$ cat config.mk
export PLATFORM = sky130hd
export DESIGN_NAME = mess_divider
export DESIGN_NICKNAME = d
export VERILOG_FILES = /design/src/rtl/mess_pkg.sv /design/src/rtl/mess_divider.sv
export SDC_FILE = /design/constraint.sdc
export NUM_CORES = 1
export LEC_CHECK = 0
export BUFFER_PORTS_ARGS = -buffer_cell sky130_fd_sc_hd__buf_4
export CAP_MARGIN = 20
export CORE_MARGIN = 3
export CORE_UTILIZATION = 57
export DETAILED_ROUTE_END_ITERATION = 8
export PLACE_DENSITY = 0.84
export SLEW_MARGIN = 20
export SYNTH_ARGS = -nofsm -noshare
export SYNTH_HDL_FRONTEND = slang
export SYNTH_SLANG_ARGS = --single-unit
export TNS_END_PERCENT = 30
$ cat constraint.sdc
create_clock -name clk -period 3.5 [get_ports clk]
set_input_delay 0.35 -clock clk [delete_from_list [all_inputs] [get_ports clk]]
set_output_delay 0.35 -clock clk [all_outputs]
set_load 0.01 [all_outputs]
$ cat src/rtl/mess_pkg.sv
package mess_pkg;

    localparam int SIZE_W        = 31;
    localparam int MAX_BOXES_DEF = 1024;
    localparam int TOTAL_W       = SIZE_W + 1;
    localparam int STEP_W        = $clog2(SIZE_W);

    typedef enum logic [2:0] {
        S_IDLE,
        S_PASS,
        S_SCAN,
        S_LOAD,
        S_DIV
    } state_t;

    typedef struct packed {
        logic              start;
        logic [SIZE_W-1:0] dividend;
        logic [SIZE_W-1:0] divisor;
    } div_req_t;

    typedef struct packed {
        logic              done;
        logic [SIZE_W-1:0] quotient;
    } div_rsp_t;

endpackage

$ cat src/rtl/mess_divider.sv
module mess_divider (
    input  logic               clk,
    input  logic               rst_n,
    input  mess_pkg::div_req_t req,
    output mess_pkg::div_rsp_t rsp
);
    import mess_pkg::*;

    logic              busy_reg, busy_next;
    logic              done_reg, done_next;
    logic [STEP_W-1:0] step_reg, step_next;
    logic [SIZE_W-1:0] rem_reg, rem_next;
    logic [SIZE_W-1:0] dq_reg, dq_next;
    logic [SIZE_W-1:0] divisor_reg, divisor_next;

    logic [SIZE_W:0]   shifted;
    logic [SIZE_W+1:0] diff;
    logic              borrow;

    always_comb
    begin
        shifted      = {rem_reg, dq_reg[SIZE_W-1]};
        diff         = {1'b0, shifted} - {2'b00, divisor_reg};
        borrow       = diff[SIZE_W+1];
        busy_next    = busy_reg;
        done_next    = 1'b0;
        step_next    = step_reg;
        rem_next     = rem_reg;
        dq_next      = dq_reg;
        divisor_next = divisor_reg;
        if (req.start)
        begin
            busy_next    = 1'b1;
            step_next    = STEP_W'(SIZE_W - 1);
            rem_next     = '0;
            dq_next      = req.dividend;
            divisor_next = req.divisor;
        end
        else if (busy_reg)
        begin
            // restore on borrow, shift quotient bit in from the right
            rem_next = borrow ? shifted[SIZE_W-1:0] : diff[SIZE_W-1:0];
            dq_next  = {dq_reg[SIZE_W-2:0], ~borrow};
            if (step_reg == '0)
            begin
                busy_next = 1'b0;
                done_next = 1'b1;
            end
            else
            begin
                step_next = step_reg - 1'b1;
            end
        end
    end

    always_ff @(posedge clk or negedge rst_n)
    begin
        if (!rst_n)
        begin
            busy_reg <= 1'b0;
            done_reg <= 1'b0;
        end
        else
        begin
            busy_reg <= busy_next;
            done_reg <= done_next;
        end
    end

    always_ff @(posedge clk)
    begin
        step_reg    <= step_next;
        rem_reg     <= rem_next;
        dq_reg      <= dq_next;
        divisor_reg <= divisor_next;
    end

    assign rsp.done     = done_reg;
    assign rsp.quotient = dq_reg;

endmodule

* Word level (Yosys, flattened, before mapping)
Cells that the tools add are included.
** Cells by class
- Muxes and demuxes :: 9
- Bitwise operators :: 2
- Add/sub/neg operators :: 2
- Reduce and logical (&&, ||, !) cells :: 3
** Operator list (count)
- two-way mux 31 bit :: 3
- subtractor 32 x 31 -> 33 bit :: 1
- two-way mux 1 bit :: 6
- zero test 5 bit :: 1
- subtractor 5 x 1 -> 5 bit, second input constant :: 1
- inverter 1 bit :: 2
- AND reduction 2 bit :: 1
- nonzero test 2 bit :: 1
** Storage, ports and cells
- Flip-flop bits (word level) :: 100
- Output and inout bits :: 32

* Depth between registers and ports, before layout
- Word-level depth :: 4
- Depth in mapped cells :: 13
- Mapped depth without buffers :: 11

* Worst setup path before layout
OpenSTA, ideal clock, no wires.
- Kind :: register to register
- Start :: register dq_reg[30]
- End :: register rem_reg[25]
- Buffers on the path :: 1
- Setup slack :: 0.801 ns
- Setup time :: 0.079 ns
- Arrival time :: 2.620 ns
- Period minus slack after synthesis :: 2.699 ns
- Stages on the path, launching flop included :: 12
- Cell sequence :: edfxtp_1 inv_1 ha_1 fa_1 nand2b_1 a21oi_2 o2111ai_2 a21oi_1 o21ai_2 buf_4 or3b_1 a211oi_2
** On the way
- Cells in the longest elaborated chain, start to end :: 2
** Ends and longest elaborated chain
- from (decl) :: line mess_divider.sv:13 : logic [SIZE_W-1:0] dq_reg, dq_next;
- from (signal assigned) :: line mess_divider.sv:74 : dq_reg <= dq_next;
- subtractor 32 x 31 -> 33 bit :: line mess_divider.sv:23 : diff = {1'b0, shifted} - {2'b00, divisor_reg};
- two-way mux 31 bit :: line mess_divider.sv:42 : rem_next = borrow ? shifted[SIZE_W-1:0] : diff[SIZE_W-1:0];
- to (signal assigned) :: line mess_divider.sv:73 : rem_reg <= rem_next;
- to (decl) :: line mess_divider.sv:12 : logic [SIZE_W-1:0] rem_reg, rem_next;
No other way between the ends.
A chain may end at the register's enable or synchronous reset.

* Final worst setup path
Ends and elaborated chain as after synthesis.

==> results <==
- The synthesized netlist contains 68 unique library cells.
- Cells with a size suffix above 1 make up 24.02% of the layout.
- The boundary pin count is 97.
- The repair_antennas step left the layout with diodes totalling 0.
- After legalization and detailed placement, the total HPWL measured between 9000 and 10,000 um.
- The flow ran to the end, and the final reports show no timing, DRC or antenna violations.
- The clock tree from TritonCTS is yes.
- Once detail routing completed, the nets flagged for antenna violations numbered 0.
- Summing the sequential cell areas from Yosys gives 45.71% of the chip area.
- The routed design could run at a clock period as short as 3.121 ns.
- The worst pin sits at a relative slew slack of 54.13%.
- The height of the chip is between 100 and 150 um.
- The fraction of synthesized cell area taken by the top area cell type is 32.33%.
- The clock share of power is 31.0%.
- The H-tree level count is 3.
- For this run, asynchronously set or reset flops after synthesis account for 2.000%.
- The sequential power share is 54.0%.
- The placement row count is 36.
- The count of endpoints failing hold in the final timing report is 0.
- VDD sags by at most 0.3765 mV.
- In the routed design, unresolved DRC markers number 0.
- In this run the static leakage power is between 2 and 3 nW.
- The signal on the critical path passes through inv_1 -> ha_1 -> fa_1 -> nand2b_1 -> a21oi_2 -> o2111ai_2 -> a21oi_1 -> o21ai_2 -> buf_4 -> or3b_1 -> a211oi_2.
- After filler insertion, the fill cell instance count of the layout stands at about 770.
- The synthesized netlist devotes 7.300% of its cell area to adder and majority cells.
- For this run, the leading register cell type out of synthesis is edfxtp_1.
- The portion of synthesized area spent on multiplexers is 6.800%.
- The post-layout net count is 759.
- In this run the tool buffered the top-level ports with 96 buffer cells.
- The tree is rooted in a clkbuf_8.
- In this run the horizontal extent of the chip is around 110 um.
- The die area is 0.01135 sq mm.
- The net count of the mapped netlist is 670.
- Static timing analysis puts the maximum clock frequency at 0.3204 GHz.
- The via count of the first global-routing pass is 4,597.
- The combinational power share is 15.0%.
- The library cell with the largest summed area after synthesis is edfxtp_1.
- The starting DRC count in detailed routing is between 200 and 300.
- Relative to the synthesized area, the layout overhead comes to 18.01%.
- The core region area is 0.009819 sq mm.
- The clock skew is 0.01495 ns.
- The hold path endpoint is divisor_reg[30].
- After detailed routing, the average wire length per cell comes to 16.72 um.
- The fraction of power spent switching nets is 24.80%.
- The type of element capturing the critical path is a register.
- The synthesized design contains 62 enable-type register cells.
- For this design the ratio of total power to cell area is 372.5 mW/mm^2.
- Across all register-to-register paths, the minimum setup slack is 0.38 ns.
- Once the floorplan was initialized, standard cells occupied roughly three fifths of the core.
- The largest family of logic cells by synthesized area is compound AO/OA/AOI/OAI gates.
- The cell count after synthesis came out at 572.
- The clock reaches the later pin of the worst-skew pair after 0.38 ns.
- The average size of a mapped cell is ~10 sq um.
- Summed over all nets, the switching power comes to 627.9 uW.
- In the layout the commonest cells are buf_4, edfxtp_1, a21oi_1, nor2_1, inv_1.
- The final route contains roughly 4,700 vias.
- The number of setup violations in the final report is 0.
- The data required time of the worst path is 3.80 ns.
- The worst reg-to-reg path cell count is 11.
- On the critical path, the stage with the largest delay is an instance of fa_1.
- The clock edge transition at the registers on the reported setup and hold paths is 0.10 ns.
- The maximum number of pins on one net before global-route repair is 56.
- The post-cts sizing count is 0.
- Leaving out fill and tap cells, the most frequent cell in the layout is buf_4.
- The critical-path maximum fanout is 21.
- The startpoint identified for the worst register-to-register timing path is dq_reg[30].
- The routed via count divided by cell count is 5.882.
- The number of warnings issued by yosys is 0.
- The global-route congestion overflow total is 0.
- The number of placed instances, taps included, is slightly below 800.
- The tightest min-delay check is of the input port to register type.
- The finished layout holds 799 standard cells, fillers aside.
- In this run the deepest clock path goes through 2 buffers.
- The signal arrival time at the worst endpoint is 3.42 ns.
- The total global-route track usage is 24.14%.
- The worst setup path is launched from a register.
- The category of the critical setup timing path is register to register.
- The max-slew violation total from the final report is 0.
- Setup repair after global routing left no endpoint under its margin.
- The simple logic cell fraction of the synthesized area is 11.93%.
- By area the synthesized netlist is led by edfxtp_1, dfxtp_1, ha_1.
- In this run the post-CTS setup repair buffer count came out at 0.
- Max-cap violations in this run came to 0.
- The worst flop-to-flop path endpoint is rem_reg[25].
- The stage delay of the slowest cell on the critical path is 0.41 ns.
- The clock sink count is 100.
- The synthesized netlist devotes under 10% of its cell area to XOR and XNOR gates.
- The startpoint of the most critical hold path is req[30].
- The initial antenna violation count came to 0.
- The number of buffers inserted during clock tree synthesis is 9.
- The number of detailed-routing iterations run before antenna repair is 5.
- The fraction of the mapped netlist area in compound gates is 20.01%.
- Synthesis inferred 100 register bits.
- The wire length reported by the detailed router is 13,360 um.
- For the pin with the worst max-slew slack, the measured transition is 0.6873 ns.
- The routability congestion estimate is 0.9277.
- Along the worst hold path, the cell count comes to 1.
- The cell area after synthesis is ~0.0058 sq mm.
- The worst path uses 89.17% of the clock period.
- The first global-routing pass estimated 21,860 um of wire.
- The setup TNS is 0 ns.
- Cell internal power was estimated by the tool at 1.904 mW.
- After layout, the design draws a total of 2.532 mW.
- The number of buffers added to fix hold violations after cts is 1.
-- worst max-delay path, delay by kind of cell, from the launching register on --
family,cells,cell delay (ns)
AO/OA/AOI/OAI,5,1.12
adder cells (fa/ha/maj),2,0.63
buffers and inverters,2,0.31
flip-flops,1,0.38
AND/OR/NAND/NOR,2,0.60
-- layout make-up --
| type | instances | area (sq um) | share of cell area [%] |
|---|---|---|---|
| Clock buffer | 12 | 156.4 | 2.301 |
| Clock inverter | 4 | 55.05 | 0.8100 |
| Inverter | 44 | 165.2 | 2.430 |
| Multi-Input combinational cell | 404 | 2853 | 41.97 |
| Sequential cell | 100 | 2633 | 38.73 |
| Tap cell | 133 | 166.4 | 2.448 |
| Timing Repair Buffer | 102 | 768.2 | 11.30 |
-- power by group through the flow --
stage	clock network [mW]	registers [mW]	logic, mW
after detailed placement	0	1.39	0.378
after global routing	0.849	1.38	0.417
after CTS	0.806	1.37	0.381
after floorplan	0	1.40	0.195
after global placement	0	1.39	0.363
final	0.785	1.37	0.380
-- routing by layer --
layer,track usage (%),vias to the layer above,share of wire [%]
li1,-,2289,-
met1,31.27,2206,43
met2,38.78,187,47
met3,8.682,18,9.5
met4,6.027,0,1.3
met5,0,-,0
-- cell families after synthesis --
logic type	count (synthesis)
flops	100
xor+xnor	23
fa+ha+maj	33
mux	35
buf+inv	68
simple gates	147
compound gates	166
-- Yosys cell counts (all sizes together) (2+ instances only) --
master and n:
o311a 2, o211a 2, inv 44, and3 13
nand4 5, nor3 16, a311oi 3, dfxtp 36
ha 32, o31a 4, dfrtp 2, a21boi 2
o2111ai 2, nor2b 4, nand3 7, a21oi 51
xor2 10, buf 11, or2 2, mux2 33
mux2i 2, a221oi 3, clkbuf 13, o211ai 12
o21ai 21, a31oi 4, a211oi 18, nor2 47
edfxtp 62, a2111oi 2, and2 4, nand2 39
a31o 4, a21o 17, xnor2 13, o221ai 3
o21a 6, o22ai 3, nand2b 6
-- per-stage QoR --
stage	utilization [%]	hold WS, ns	worst slack, ns	area, sq um
2_1_floorplan	-	0.05441	0.8006	5759
3_3_place_gp	66.96	0.1380	0.5638	6575
3_5_place_dp	66.96	0.1374	0.4297	6575
4_1_cts	69.22	0.1137	0.4069	6797
5_1_grt	69.22	0.1125	0.2070	6797
6_report	69.22	0.1355	0.3790	6797
-- worst max path at each step --
stage | endpoint | from | slack (ns)
after floorplan | rem_reg[25] | dq_reg[30] | 0.80
after global placement | rem_reg[25] | dq_reg[30] | 0.56
after detailed placement | rem_reg[25] | dq_reg[30] | 0.43
after CTS | rem_reg[25] | dq_reg[30] | 0.41
after global routing | rem_reg[20] | dq_reg[30] | 0.21
final | rem_reg[25] | dq_reg[30] | 0.38
Power figures use the tool's default switching activity.
